$ cat src/rtl/core/qath_pkg.sv
// Shared types, constants and tables for the quaternion inverse hyperbolic tangent unit.
// No dependencies; every other file in rtl/core refers to it by scoped names.
package qath_pkg;

    localparam int DATA_WIDTH    = 16;
    localparam int FRAC_BITS     = 12;
    localparam int CORDIC_STAGES = 16;
    localparam int LOG_FRAC      = 24;
    localparam int SQRT_STAGES   = 32;
    localparam int DIV_STAGES    = 17;

    // Angles in Q30 radians, ln 2 in Q30
    localparam logic [32:0] PI_Q30      = 33'd3373259426;
    localparam logic [32:0] PI_HALF_Q30 = 33'd1686629713;
    localparam logic [29:0] LN2_Q30     = 30'd744261118;

    // Saturation values
    localparam logic [15:0] SAT_MAX = 16'h7fff;
    localparam logic [15:0] SAT_MIN = 16'h8000;

    // Log2 cell state: mantissa Q1.30, integer part, fraction bits so far
    typedef struct packed {
        logic [30:0] m;
        logic [5:0]  e;
        logic [23:0] f;
    } log_t;

    // Square root cell state: remainder and partial root
    typedef struct packed {
        logic [63:0] v;
        logic [63:0] r;
    } sqrt_t;

    // CORDIC vectoring cell state
    typedef struct packed {
        logic signed [33:0] x;
        logic signed [33:0] y;
        logic signed [33:0] ang;
        logic               hold;
    } cordic_t;

    // Divider cell state for one vector lane
    typedef struct packed {
        logic [48:0] rem;
        logic [34:0] den;
        logic [16:0] q;
        logic        ovf;
    } div_t;

    // Per-item side information carried alongside the datapath
    typedef struct packed {
        logic [2:0][15:0] cabs;
        logic [2:0]       cneg;
        logic             a_pos;
        logic             pole;
        logic             bzero;
    } side_t;

    // atan(2^-i) in Q30 radians, rounded to nearest
    function automatic logic [29:0] atan_q30(input logic [3:0] i);
        logic [29:0] v;
        unique case (i)
            4'd0:  v = 30'd843314857;
            4'd1:  v = 30'd497837829;
            4'd2:  v = 30'd263043837;
            4'd3:  v = 30'd133525159;
            4'd4:  v = 30'd67021687;
            4'd5:  v = 30'd33543516;
            4'd6:  v = 30'd16775851;
            4'd7:  v = 30'd8388437;
            4'd8:  v = 30'd4194283;
            4'd9:  v = 30'd2097149;
            4'd10: v = 30'd1048576;
            4'd11: v = 30'd524288;
            4'd12: v = 30'd262144;
            4'd13: v = 30'd131072;
            4'd14: v = 30'd65536;
            default: v = 30'd32768;
        endcase
        return v;
    endfunction

endpackage

$ cat src/rtl/core/qath_div_cell.sv
// One restoring division step for a vector lane: one quotient bit per cell.
// Depends on qath_pkg (div_t).
module qath_div_cell #(
    parameter int SHIFT = 0
) (
    input  logic           clk,
    input  qath_pkg::div_t din,
    output qath_pkg::div_t dout
);

    logic [51:0]    dsh;
    qath_pkg::div_t stage_next;
    qath_pkg::div_t stage_reg;

    // compare against the shifted divisor, subtract when it fits
    always_comb
    begin
        dsh        = 52'(din.den) << SHIFT;
        stage_next = din;
        if (52'(din.rem) >= dsh)
        begin
            stage_next.rem      = din.rem - dsh[48:0];
            stage_next.q[SHIFT] = 1'b1;
        end
    end

    always_ff @(posedge clk)
    begin
        stage_reg <= stage_next;
    end

    assign dout = stage_reg;

endmodule

$ cat config.mk
export PLATFORM = sky130hd
export DESIGN_NAME = qath_div_cell
export DESIGN_NICKNAME = d
export VERILOG_FILES = /design/src/rtl/core/qath_pkg.sv /design/src/rtl/core/qath_div_cell.sv
export SDC_FILE = /design/constraint.sdc
export NUM_CORES = 1
export LEC_CHECK = 0
export ABC_AREA = 1
export BUFFER_PORTS_ARGS = -buffer_cell sky130_fd_sc_hd__buf_2
export CORE_ASPECT_RATIO = 1.2
export CORE_MARGIN = 3
export CORE_UTILIZATION = 52
export CTS_CLUSTER_DIAMETER = 200
export DETAILED_ROUTE_END_ITERATION = 8
export PLACE_DENSITY = 0.81
export SKIP_CTS_REPAIR_TIMING = 1
export SKIP_LAST_GASP = 1
export SLEW_MARGIN = 15
export SYNTH_ARGS = -nofsm -noshare
export SYNTH_HDL_FRONTEND = slang
export SYNTH_SLANG_ARGS = --single-unit
$ cat constraint.sdc
create_clock -name clk -period 2.2 [get_ports clk]
set_input_delay 0.22 -clock clk [delete_from_list [all_inputs] [get_ports clk]]
set_output_delay 0.22 -clock clk [all_outputs]
set_load 0.1 [all_outputs]
* Word level (Yosys, flattened, before mapping)
Index checks and enable logic that the tools add are counted.
** Storage, ports and cells
- Register bits after elaboration :: 102
- Input port bits :: 103
** Cells by class
- Add/subtract/negate cells :: 1
- $lt $le $gt $ge :: 1
- Multiplexer cells :: 1
** Operators by type and width (number)
- $ge A49 B35 Y1 :: 1
- $mux W49 :: 1
- $sub A49 B35 Y49 :: 1

* Longest topological paths before layout
Gate-level depths: netlist of the first run.
- Depth in word-level cells :: 2
- Gate-level depth with buffers :: 16
- Mapped depth without buffers :: 15

* Worst setup path after synthesis of the first run
OpenSTA, ideal clock, no wires.
- Path kind :: input to register
- Start point :: input port din[25] (netlist name)
- End point :: register stage_reg, in the netlist dout[63]
- Data arrival time :: 1.685 ns
- Required time :: 2.088 ns
- Setup slack :: 0.403 ns
- Cell stages on the path :: 16
- Path through :: inv_1 > ha_1 > nand2_1 > inv_1 > nand2_1 > nand2_1 > inv_1 > nand3_2 > nand2_1 > nand2_1 > nand2_1 > nand3_2 > buf_6 > buf_8 > nand2_1 > nand2_1
** RTL lines
- from (decl) :: RTL line qath_div_cell.sv:7 : input qath_pkg::div_t din,
- to (signal assigned) :: RTL line qath_div_cell.sv:29 : stage_reg <= stage_next;
- to (decl) :: RTL line qath_div_cell.sv:13 : qath_pkg::div_t stage_reg;

==> insert_results.sql, run 1 <==
INSERT INTO impl_metrics (metric_group, metric, value, unit) VALUES
('place', 'placedInstanceArea', '8130', 'um2'),
('critical_path', 'crit_buf_inv', '6', ''),
('final_layout', 'largest_register_ff_count', '102', ''),
('final_layout', 'final_non_filler_cell_area', '8940', 'um2'),
('critical_path', 'cp_num_cells', '17', ''),
('cts', 'cts-buffers-inserted', '9', ''),
('status', 'status', 'completed', ''),
('cts', 'clkSlewWorstSetupHoldPaths', '70', 'ps'),
('final_layout', 'final_net_count', '1571', ''),
('detailed_routing', 'detail_route.iter0.violations', '562', ''),
('sta', 'rsz0062_at_grt', 'no', ''),
('critical_path', 'worstPathCellList', 'buf_2 > inv_1 > ha_1 > nand2_1 > inv_1 > nand2_1 > nand2_1 > inv_1 > nand3_2 > nand2_1 > nand2_1 > nand2_1 > nand3_2 > inv_4 > buf_4 > nand2_1 > nand2_1', ''),
('sta', 'fin_tns_setup', '0', 'ps'),
('cts', 'h-tree-depth', '3', ''),
('global_route', 'antenna_found_initial', '0', ''),
('place', 'hpwlAfterDp', '18100', 'um'),
('synthesis', 'synth-edff-count', '0', ''),
('synthesis', 'yosys_cell_types', '29', ''),
('synthesis', 'synth_top_area_cell', 'sky130_fd_sc_hd__dfxtp_1', ''),
('final_layout', 'multi_input_comb_area', '3540', 'um2'),
('cts', 'clk_root_buffer_cell', 'sky130_fd_sc_hd__clkbuf_16', ''),
('final_layout', 'area_used_by_sequential_logic_in_the_layout', '2040', 'um2'),
('power', 'power_density', '758', 'nW/um2'),
('place', 'place.gp.congestion', '0.992', ''),
('critical_path', 'worst-path-max-fanout', '12', ''),
('detailed_routing', 'first_pass_iters', '5', ''),
('sta', 'timing.final.crit_share', '91.2', '%'),
('sta', 'layout_setup_ws', '194', 'ps'),
('critical_path', 'timing.critical_path.from_type', 'input pin', ''),
('final_layout', 'finalCoreUtilization', '72.8', '%'),
('critical_path', 'worst-endpoint-arrival', '2310', 'ps'),
('synthesis', 'yosysSeqAreaShare', '30.8', '%'),
('critical_path', 'path_common_cell', 'sky130_fd_sc_hd__nand2_1', ''),
('detailed_routing', 'drt_drc_violations_left', '0', ''),
('synthesis', 'syn-instance-count', '1132', ''),
('flow_run', 'max_cap_violations', '0', ''),
('critical_path', 'critical_path.slowest_cell', 'sky130_fd_sc_hd__ha_1', ''),
('synthesis', 'yosys.cell_count.top_type', 'sky130_fd_sc_hd__nand2_1', ''),
('global_route', 'grt_usage', '30.4', '%'),
('global_route', 'maximum_number_of_pins_on_one_net_before_global_route_repair', '34', ''),
('detailed_routing', 'ant_nets', '0', ''),
('synthesis', 'ys_warn_count', '0', ''),
('synthesis', 'yosys-top-cells-area', 'sky130_fd_sc_hd__dfxtp_1 31%, sky130_fd_sc_hd__nand2_1 27%, sky130_fd_sc_hd__inv_1 15%, sky130_fd_sc_hd__ha_1 6.6%, sky130_fd_sc_hd__nand3_1 4.8%', ''),
('die', 'width_of_the_die', '109', 'um'),
('global_route', 'first_global_vias', '6975', ''),
('cts', 'clock_sinks', '102', ''),
('critical_path', 'timing.setup.critical_path_class', 'in2reg', ''),
('sta', 'drv_slew', '0', ''),
('die', 'initial_utilization', '54.0', '%'),
('die', 'die-height', '130', 'um'),
('final_layout', 'share_of_post_route_cells_with_drive_strength_above_1', '19.9', '%'),
('synthesis', 'postSynthNetCount', '1271', ''),
('sta', 'fin_crit', '2010', 'ps'),
('die', 'coreArea', '12300', 'um2'),
('sta', 'slew-limit-headroom', '66.4', '%'),
('critical_path', 'cp-end-kind', 'register', ''),
('global_route', 'grt_first_pass_wirelength', '33000', 'um'),
('global_route', 'grt.overflow.total', '0', ''),
('sta', 'clock.fmax', '499', 'MHz'),
('synthesis', 'synth.cell_area', '6630', 'um2'),
('synthesis', 'synthDominantCellAreaShare', '30.8', '%'),
('worst_hold_path', 'cells_on_worst_hold_path', '1', ''),
('final_layout', 'filler_cell_count', '1063', ''),
('final_layout', 'insertedDiodeCount', '0', ''),
('final_layout', 'synthToLayoutAreaGrowth', '34.8', '%'),
('critical_path', 'delay_heaviest_family_cp', 'simple AND/OR/NAND/NOR gates', ''),
('synthesis', 'asyncSetResetFlopFracSynth', '0', '%'),
('detailed_routing', 'wl', '23200', 'um'),
('synthesis', 'synth_area_per_cell', '5.86', 'um2'),
('sta', 'finalSetupViolCount', '0', ''),
('critical_path', 'required', '2500', 'ps');
## layout make-up
class | count | share of cell area (%)
clock buffers | 9 | 2.52
well taps | 161 | 2.25
repair buffers | 297 | 20.9
inverters | 262 | 11.0
flip-flops and latches | 102 | 22.8
clock inverters | 7 | 0.909
multi-input cells | 760 | 39.5
## cell usage in the layout (no fill, tap or decap), drive strengths merged
cell type | synthesis | routed
dlygate4sd3 | 0 | 51
o21bai | 1 | 1
a21oi | 28 | 28
nand3 | 65 | 65
and2 | 4 | 4
fa | 1 | 1
clkinv | 0 | 1
xor2 | 17 | 17
nand4 | 14 | 14
nor3b | 1 | 1
inv | 262 | 265
o21ai | 3 | 3
bufinv | 0 | 1
buf | 8 | 246
clkinvlp | 0 | 2
clkbuf | 0 | 9
nor3 | 15 | 15
dfxtp | 102 | 102
nand3b | 2 | 2
nand2 | 482 | 482
or2 | 4 | 4
ha | 35 | 35
nor2 | 88 | 88
## routing by layer
layer  wire length, um  track usage (%)
met1              8860             34.3
met3              1640             5.89
met4              1060             15.5
met2             11700             54.1
met5                 0                0
## per-stage QoR
stage	hold slack (ps)	cells	power, mW
3_5_place_dp	324	1531	5.03
4_1_cts	-49.6	1547	6.68
3_3_place_gp	322	1531	5.00
2_1_floorplan	248	1132	4.39
6_report	3.31	1598	6.77
5_1_grt	10.8	1598	7.05
## final timing paths
| kind | from | end | slack (ps) |
|---|---|---|---|
| hold / removal | din[19] | dout[19] | 3 |
| setup / recovery | din[26] | dout[67] | 190 |
## logic make-up (layout without fill, tap and decap cells)
| family | after synthesis | count (layout) | share of synthesized area [%] |
|---|---|---|---|
| DFF | 102 | 102 | 30.8 |
| xor gates and xnor gates | 17 | 17 | 2.24 |
| and+or+nand+nor | 675 | 675 | 41.5 |
| adders and majority gates | 36 | 36 | 6.90 |
| buffers and inverters | 270 | 575 | 15.9 |
| AOI/OAI and AO/OA | 32 | 32 | 2.62 |
## report_power, final
group | switching (mW) | internal (mW) | leakage (nW)
Clock | 0.773 | 0.900 | 0.146
Sequential | 0.0462 | 2.05 | 0.860
Combinational | 2.36 | 0.650 | 4.38
Total | 3.18 | 3.60 | 5.39
(Power assumes the default switching activity.)
==> run 2: changes to the inputs <==
--- a/config.mk
+++ b/config.mk
@@ -7,12 +7,14 @@
 export LEC_CHECK = 0
 export ABC_AREA = 1
 export BUFFER_PORTS_ARGS = -buffer_cell sky130_fd_sc_hd__buf_2
+export CELL_PAD_IN_SITES_DETAIL_PLACEMENT = 1
+export CELL_PAD_IN_SITES_GLOBAL_PLACEMENT = 2
 export CORE_ASPECT_RATIO = 1.2
 export CORE_MARGIN = 3
-export CORE_UTILIZATION = 52
+export CORE_UTILIZATION = 26
 export CTS_CLUSTER_DIAMETER = 200
 export DETAILED_ROUTE_END_ITERATION = 8
-export PLACE_DENSITY = 0.81
+export PLACE_DENSITY_LB_ADDON = 0.1
 export SKIP_CTS_REPAIR_TIMING = 1
 export SKIP_LAST_GASP = 1
 export SLEW_MARGIN = 15
==> run 2 against run 1 <==
Effect of this change: fmax increased by 0.21%; power increased by 3.3%; first-iteration DRC count decreased by 60%; die area increased by 94%; sequential power about the same; core utilization decreased by 34 points; critical path type unchanged.
==> insert_results.sql, run 2 (synthesis gave the netlist of run 1 again) <==
INSERT INTO impl_metrics (metric_group, metric, value, unit) VALUES
('place', 'pre_cts_slack', '-181', 'ps'),
('sta', 'hold_viol', '0', ''),
('detailed_routing', 'detail_route.iter0.violations', '225', ''),
('die', 'initial_utilization', '26.6', '%'),
('critical_path', 'setup.worst_path.start', 'din[18]', ''),
('critical_path', 'timing.critical_path.from_type', 'input pin', ''),
('die', 'coreArea', '24900', 'um2'),
('critical_path', 'crit_path_end', 'dout[93]', ''),
('die', 'fp.dieArea', '27500', 'um2'),
('final_layout', 'final_net_count', '1650', ''),
('final_layout', 'insertedDiodeCount', '0', ''),
('critical_path', 'worst-endpoint-arrival', '2320', 'ps'),
('critical_path', 'required', '2520', 'ps'),
('sta', 'slew-limit-headroom', '66.3', '%'),
('cts', 'clkSlewWorstSetupHoldPaths', '80', 'ps'),
('cts', 'h-tree-depth', '3', ''),
('detailed_routing', 'ant_nets', '0', ''),
('global_route', 'first_global_vias', '7887', ''),
('final_layout', 'finalCoreUtilization', '39.3', '%'),
('die', 'design.portCount', '205', ''),
('die', 'floorplan.rows', '63', ''),
('detailed_routing', 'wl', '28100', 'um'),
('cts', 'clk_root_buffer_cell', 'sky130_fd_sc_hd__clkbuf_16', ''),
('cts', 'tritoncts', 'done', ''),
('place', 'io_buffers', '204', ''),
('sta', 'drv_slew', '0', ''),
('sta', 'rsz0062_at_grt', 'no', ''),
('final_layout', 'filler_cell_count', '3400', ''),
('final_layout', 'final_cell_mix', '480 x sky130_fd_sc_hd__nand2_1, 259 x sky130_fd_sc_hd__inv_1, 204 x sky130_fd_sc_hd__buf_2, 115 x sky130_fd_sc_hd__buf_4, 102 x sky130_fd_sc_hd__dfxtp_1', ''),
('global_route', 'grt_first_pass_wirelength', '42400', 'um'),
('place', 'hpwlAfterDp', '24400', 'um'),
('final_layout', 'synthToLayoutAreaGrowth', '47.6', '%'),
('global_route', 'grt.overflow.total', '0', ''),
('detailed_routing', 'wire_per_inst', '15.2', 'um'),
('sta', 'fin_crit', '2000', 'ps'),
('worst_hold_path', 'hold_class', 'in2reg', ''),
('sta', 'holdWs', '31.1', 'ps'),
('sta', 'layout_setup_ws', '198', 'ps'),
('sta', 'finalSetupViolCount', '0', ''),
('die', 'width_of_the_die', '152', 'um'),
('sta', 'tightestPinTransition', '509', 'ps'),
('power', 'power_density', '715', 'nW/um2'),
('detailed_routing', 'first_pass_iters', '4', ''),
('final_layout', 'layout.cells.most_common', 'sky130_fd_sc_hd__nand2_1', ''),
('place', 'place.gp.congestion', '0.857', ''),
('critical_path', 'timing.setup.critical_path_class', 'in2reg', ''),
('power', 'report.power.total', '7.00', 'mW'),
('global_route', 'maximum_number_of_pins_on_one_net_before_global_route_repair', '22', ''),
('global_route', 'grt_usage', '19.8', '%'),
('global_route', 'antenna_found_initial', '0', ''),
('final_layout', 'largest_register_ff_count', '102', ''),
('detailed_routing', 'routed-via-count', '7764', ''),
('worst_hold_path', 'worst_hold_startpoint', 'din[1]', ''),
('critical_path', 'cp-end-kind', 'register', ''),
('power', 'p_leak', '5.79', 'nW'),
('sta', 'clock.fmax', '500', 'MHz'),
('final_layout', 'share_of_post_route_cells_with_drive_strength_above_1', '24.0', '%'),
('sta', 'timing.final.crit_share', '91.0', '%'),
('flow_run', 'max_cap_violations', '0', ''),
('critical_path', 'worst-path-max-fanout', '4', ''),
('status', 'status', 'completed', ''),
('cts', 'cts-buffers-inserted', '9', ''),
('detailed_routing', 'drt_drc_violations_left', '0', ''),
('detailed_routing', 'vias_per_cell', '4.22', ''),
('power', 'worst_ir_drop_vdd', '0.000317', 'V'),
('die', 'die-height', '181', 'um'),
('cts', 'clock_sinks', '102', ''),
('cts', 'cts-root-to-sink-buffers', '2', '');
run 2: changes by cell type in the layout (fill, tap and decap cells not counted):
cell	delta
sky130_fd_sc_hd__clkinv_8	+2
sky130_fd_sc_hd__inv_6	-1
sky130_fd_sc_hd__dlygate4sd3_1	+1
sky130_fd_sc_hd__buf_4	+75
sky130_fd_sc_hd__buf_12	+3
sky130_fd_sc_hd__clkinv_2	-1
sky130_fd_sc_hd__bufinv_16	-1
sky130_fd_sc_hd__inv_12	+1
sky130_fd_sc_hd__clkinvlp_4	-2
sky130_fd_sc_hd__clkinv_4	+2
run 2: how the worst min path moves through the flow:
stage / end / slack [ps] / cells after the start
floorplan: dout[0] / 250 / 0
global placement: dout[12] / 320 / 1
detailed placement: dout[5] / 320 / 1
CTS: dout[4] / -70 / 1
global route: dout[1] / 30 / 2
finish: dout[1] / 30 / 2
run 2: routing by layer:
metal	vias up	share of wire, %	routed length [um]	track usage, %
li1	4090	-	-	-
met1	3500	42	11800	22.9
met2	152	53	14800	38.0
met3	22	3.7	1030	2.87
met4	0	1.7	473	4.64
met5	-	0	0	0
run 2: worst max-delay path, cell delays in order:
cell                      delay, ps
sky130_fd_sc_hd__buf_2          110
sky130_fd_sc_hd__ha_1           220
sky130_fd_sc_hd__fa_1           380
sky130_fd_sc_hd__inv_1          130
sky130_fd_sc_hd__nand2_1         90
sky130_fd_sc_hd__nand2_1         80
sky130_fd_sc_hd__nand3_1         70
sky130_fd_sc_hd__nand2_1        180
sky130_fd_sc_hd__nand2_1         70
sky130_fd_sc_hd__nand3_1        230
sky130_fd_sc_hd__a21oi_1        170
sky130_fd_sc_hd__or2_2          300
sky130_fd_sc_hd__nand2_1         50
run 2: area by class of cell:
cell class	instances	area [um2]	share of cell area [%]
Sequential cell	102	2040	20.9
Timing Repair Buffer	376	2500	25.6
Clock inverter	7	88.8	0.907
Inverter	262	986	10.1
Clock buffer	9	225	2.30
Multi-Input combinational cell	760	3540	36.1
Tap cell	325	407	4.15
run 2: per-stage QoR:
stage / cell area (um2) / TNS, ps / std cells
after CTS: 9270 / 0 / 1789
after detailed placement: 8950 / -4170 / 1773
after global placement: 8950 / -3680 / 1773
final: 9790 / 0 / 1841
after global routing: 9790 / 0 / 1841
after floorplan: 6630 / 0 / 1132
run 2: where the power goes:
group          switching (mW)  internal (mW)
logic                    2.42          0.787
registers              0.0460           2.05
clock network           0.881          0.825
total                    3.34           3.66
==> run 3: changes to the inputs <==
--- a/config.mk
+++ b/config.mk
@@ -5,13 +5,13 @@
 export SDC_FILE = /design/constraint.sdc
 export NUM_CORES = 1
 export LEC_CHECK = 0
-export ABC_AREA = 1
+export ABC_AREA = 0
 export BUFFER_PORTS_ARGS = -buffer_cell sky130_fd_sc_hd__buf_2
 export CELL_PAD_IN_SITES_DETAIL_PLACEMENT = 1
 export CELL_PAD_IN_SITES_GLOBAL_PLACEMENT = 2
 export CORE_ASPECT_RATIO = 1.2
 export CORE_MARGIN = 3
-export CORE_UTILIZATION = 26
+export CORE_UTILIZATION = 27
 export CTS_CLUSTER_DIAMETER = 200
 export DETAILED_ROUTE_END_ITERATION = 8
 export PLACE_DENSITY_LB_ADDON = 0.1
==> run 3 against run 2 <==
Effect of this change: the run now ends with setup timing left; non-clock buffer count up 71; combinational power up 11%; hold slack worse by 24 ps; sequential power about the same; flip-flop and latch count unchanged; critical path depth down 2; synthesized area down 24%; global-route usage shrank 0.86 points; largest power group unchanged.
==> insert_results.sql, run 3 <==
INSERT INTO impl_metrics (metric_group, metric, value, unit) VALUES
('critical_path', 'cp-end-kind', 'register', ''),
('final_layout', 'final_cell_mix', '191 x sky130_fd_sc_hd__buf_2, 182 x sky130_fd_sc_hd__buf_4, 102 x sky130_fd_sc_hd__dfxtp_1, 48 x sky130_fd_sc_hd__dlygate4sd3_1, 43 x sky130_fd_sc_hd__a21oi_1', ''),
('cts', 'h-tree-depth', '3', ''),
('global_route', 'grt.overflow.total', '0', ''),
('critical_path', 'worst-path-max-fanout', '7', ''),
('synthesis', 'yosys.cell_count.top_type', 'sky130_fd_sc_hd__dfxtp_1', ''),
('die', 'design.portCount', '205', ''),
('power', 'worst_ir_drop_vdd', '0.000520', 'V'),
('die', 'coreArea', '18300', 'um2'),
('synthesis', 'yosys_cell_types', '55', ''),
('sta', 'slew-limit-headroom', '63.6', '%'),
('synthesis', 'postSynthNetCount', '726', ''),
('final_layout', 'largest_register_ff_count', '102', ''),
('final_layout', 'layout.cells.most_common', 'sky130_fd_sc_hd__buf_2', ''),
('die', 'initial_utilization', '27.7', '%'),
('die', 'fp.dieArea', '20500', 'um2'),
('worst_hold_path', 'cells_on_worst_hold_path', '1', ''),
('synthesis', 'synth-edff-count', '0', ''),
('final_layout', 'share_of_post_route_cells_with_drive_strength_above_1', '57.2', '%'),
('power', 'pwr-share-seq', '28.7', '%'),
('die', 'width_of_the_die', '131', 'um'),
('sta', 'tightestPinTransition', '544', 'ps'),
('detailed_routing', 'ant_nets', '0', ''),
('sta', 'finalSetupViolCount', '50', ''),
('critical_path', 'worst-endpoint-arrival', '2670', 'ps'),
('global_route', 'grt_first_pass_wirelength', '30400', 'um'),
('sta', 'layout_setup_ws', '-224', 'ps'),
('detailed_routing', 'drt_drc_violations_left', '0', ''),
('sta', 'fin_crit', '2420', 'ps'),
('synthesis', 'asyncSetResetFlopFracSynth', '0', '%'),
('place', 'dpl.cell_count', '1190', ''),
('critical_path', 'timing.setup.critical_path_class', 'in2reg', ''),
('detailed_routing', 'first_pass_iters', '4', ''),
('sta', 'timing.final.crit_share', '110', '%'),
('place', 'place.gp.congestion', '0.885', ''),
('place', 'hpwlAfterDp', '16400', 'um'),
('detailed_routing', 'wl', '22500', 'um'),
('die', 'die-height', '156', 'um'),
('final_layout', 'filler_cell_count', '2097', ''),
('global_route', 'maximum_number_of_pins_on_one_net_before_global_route_repair', '37', ''),
('final_layout', 'insertedDiodeCount', '0', ''),
('synthesis', 'primary_flip_flop_cell_chosen_by_synthesis_mapping', 'sky130_fd_sc_hd__dfxtp_1', ''),
('synthesis', 'synthDominantCellAreaShare', '40.3', '%'),
('detailed_routing', 'wire_per_inst', '17.6', 'um'),
('place', 'io_buffers', '204', ''),
('power', 'internal_power_contribution', '4.11', 'mW'),
('detailed_routing', 'vias_per_cell', '4.66', ''),
('synthesis', 'synth.cell_area', '5070', 'um2'),
('synthesis', 'synth_top_area_cell', 'sky130_fd_sc_hd__dfxtp_1', ''),
('detailed_routing', 'detail_route.iter0.violations', '162', ''),
('synthesis', 'syn-instance-count', '587', ''),
('status', 'status', 'complete, but fails checks', ''),
('sta', 'rsz0062_at_grt', 'yes', ''),
('critical_path', 'timing.critical_path.from_type', 'input pin', ''),
('flow_run', 'max_cap_violations', '0', ''),
('synthesis', 'yosysSeqAreaShare', '40.3', '%'),
('detailed_routing', 'routed-via-count', '5963', ''),
('sta', 'drv_slew', '0', ''),
('final_layout', 'final_net_count', '1162', ''),
('synthesis', 'ys_warn_count', '0', ''),
('global_route', 'first_global_vias', '5975', ''),
('synthesis', 'yosys-top-cells-area', 'sky130_fd_sc_hd__dfxtp_1 40%, sky130_fd_sc_hd__ha_1 8.6%, sky130_fd_sc_hd__a21oi_1 5.8%, sky130_fd_sc_hd__xor2_1 4.1%, sky130_fd_sc_hd__nor2_1 3.7%', ''),
('power', 'power_density', '745', 'nW/um2'),
('power', 'power.share.switching', '44.3', '%'),
('cts', 'tritoncts', 'done', ''),
('critical_path', 'required', '2450', 'ps'),
('cts', 'clk_root_buffer_cell', 'sky130_fd_sc_hd__clkbuf_16', ''),
('synthesis', 'flip_flop_and_latch_count_after_synthesis', '102', ''),
('sta', 'hold_viol', '0', ''),
('status', 'violations', 'setup timing', ''),
('cts', 'clock_sinks', '102', ''),
('power', 'report.power.total', '7.38', 'mW'),
('global_route', 'grt_usage', '18.9', '%'),
('final_layout', 'final-instance-count-excl-fill', '1279', ''),
('power', 'net-switching-power', '3.27', 'mW'),
('power', 'combPwrFrac', '48.1', '%'),
('final_layout', 'synthToLayoutAreaGrowth', '95.6', '%'),
('cts', 'cts-buffers-inserted', '9', ''),
('power', 'p_leak', '4.56', 'nW'),
('cts', 'clkSlewWorstSetupHoldPaths', '70', 'ps'),
('synthesis', 'yosys-top-cells-count', '102 x sky130_fd_sc_hd__dfxtp_1, 59 x sky130_fd_sc_hd__a21oi_1, 50 x sky130_fd_sc_hd__nor2_1', ''),
('sta', 'clock.fmax', '413', 'MHz'),
('cts', 'cts-root-to-sink-buffers', '2', ''),
('global_route', 'antenna_found_initial', '1', ''),
('synthesis', 'synth_area_per_cell', '8.63', 'um2'),
('die', 'floorplan.rows', '54', ''),
('power', 'pwr-share-clk', '23.2', '%'),
('worst_hold_path', 'hold_class', 'in2reg', '');
==> run 3: cell count changes in the layout (fill, tap and decap cells not counted), sizes merged, moves of 7 or more <==
| cell | before | now |
|---|---|---|
| nand2 | 482 | 38 |
| inv | 265 | 45 |
| buf | 324 | 397 |
| nand3 | 65 | 11 |
| nor2 | 88 | 50 |
| o21ai | 3 | 35 |
| a21oi | 28 | 59 |
| xnor2 | 0 | 19 |
| a21o | 0 | 14 |
| nand2b | 0 | 11 |
| nor4 | 0 | 10 |
| and3 | 0 | 7 |
| o31ai | 0 | 7 |
| xor2 | 17 | 24 |
==> run 3: worst paths after layout <==
path                        to  slack (ps)    start
worst min-delay path  dout[49]           7  din[49]
worst max-delay path  dout[64]        -220  din[92]
==> run 3: cells by family after synthesis <==
family	synth area share [%]
AO/OA/AOI/OAI	20.6
XOR/XNOR	7.43
adder cells (fa/ha/maj)	9.04
buffers and inverters	5.58
flip-flops	40.3
AND/OR/NAND/NOR	17.1
==> run 3: worst max-delay path, cell delays in order <==
cell and delay (ps):
sky130_fd_sc_hd__buf_6 90, sky130_fd_sc_hd__or3_4 380, sky130_fd_sc_hd__or4_4 430, sky130_fd_sc_hd__or4_4 520, sky130_fd_sc_hd__a2111oi_4 230, sky130_fd_sc_hd__o21a_4 240
sky130_fd_sc_hd__o31ai_4 90, sky130_fd_sc_hd__buf_12 150, sky130_fd_sc_hd__clkbuf_16 180, sky130_fd_sc_hd__nor2_4 90, sky130_fd_sc_hd__a21oi_1 40
==> run 3: per-stage QoR <==
| step | TNS (ps) | hold slack (ps) | utilization (%) | instance area (um2) | setup slack, ps |
|---|---|---|---|---|---|
| global placement | -44660 | 322 | 41.9 | 7660 | -1040 |
| floorplan | -22770 | 248 | - | 5160 | -518 |
| detailed placement | -48160 | 324 | 41.9 | 7660 | -1130 |
| CTS | -30130 | -57.4 | 43.6 | 7980 | -759 |
| global route | -12440 | 1.32 | 54.1 | 9910 | -299 |
| finish | -9280 | 6.99 | 54.1 | 9910 | -224 |
==> run 3: power groups by stage <==
stage          clock [mW]  sequential, mW  combinational [mW]
2_1_floorplan           0            3.73               0.648
3_3_place_gp            0            2.16                3.11
3_5_place_dp            0            2.16                3.13
4_1_cts              1.79            2.12                3.14
5_1_grt              1.85            2.14                3.73
6_report             1.72            2.12                3.55
==> run 3: area by class of cell <==
type / instances / area [um2] / area share (%)
Sequential cell: 102 / 2040 / 20.6
Clock inverter: 5 / 85.1 / 0.858
Multi-Input combinational cell: 418 / 3890 / 39.3
Timing Repair Buffer: 447 / 3170 / 32.0
Clock buffer: 10 / 229 / 2.31
Inverter: 45 / 176 / 1.78
Tap cell: 252 / 315 / 3.18
==> run 3: metal layers <==
layer | up-vias | GRT usage, % | part of all wire [%] | wire length [um]
li1 | 2947 | - | - | -
met1 | 2833 | 22.4 | 41 | 9160
met2 | 153 | 34.6 | 54 | 12100
met3 | 28 | 3.08 | 4.0 | 902
met4 | 2 | 5.49 | 1.7 | 378
met5 | - | 0 | 0.062 | 14
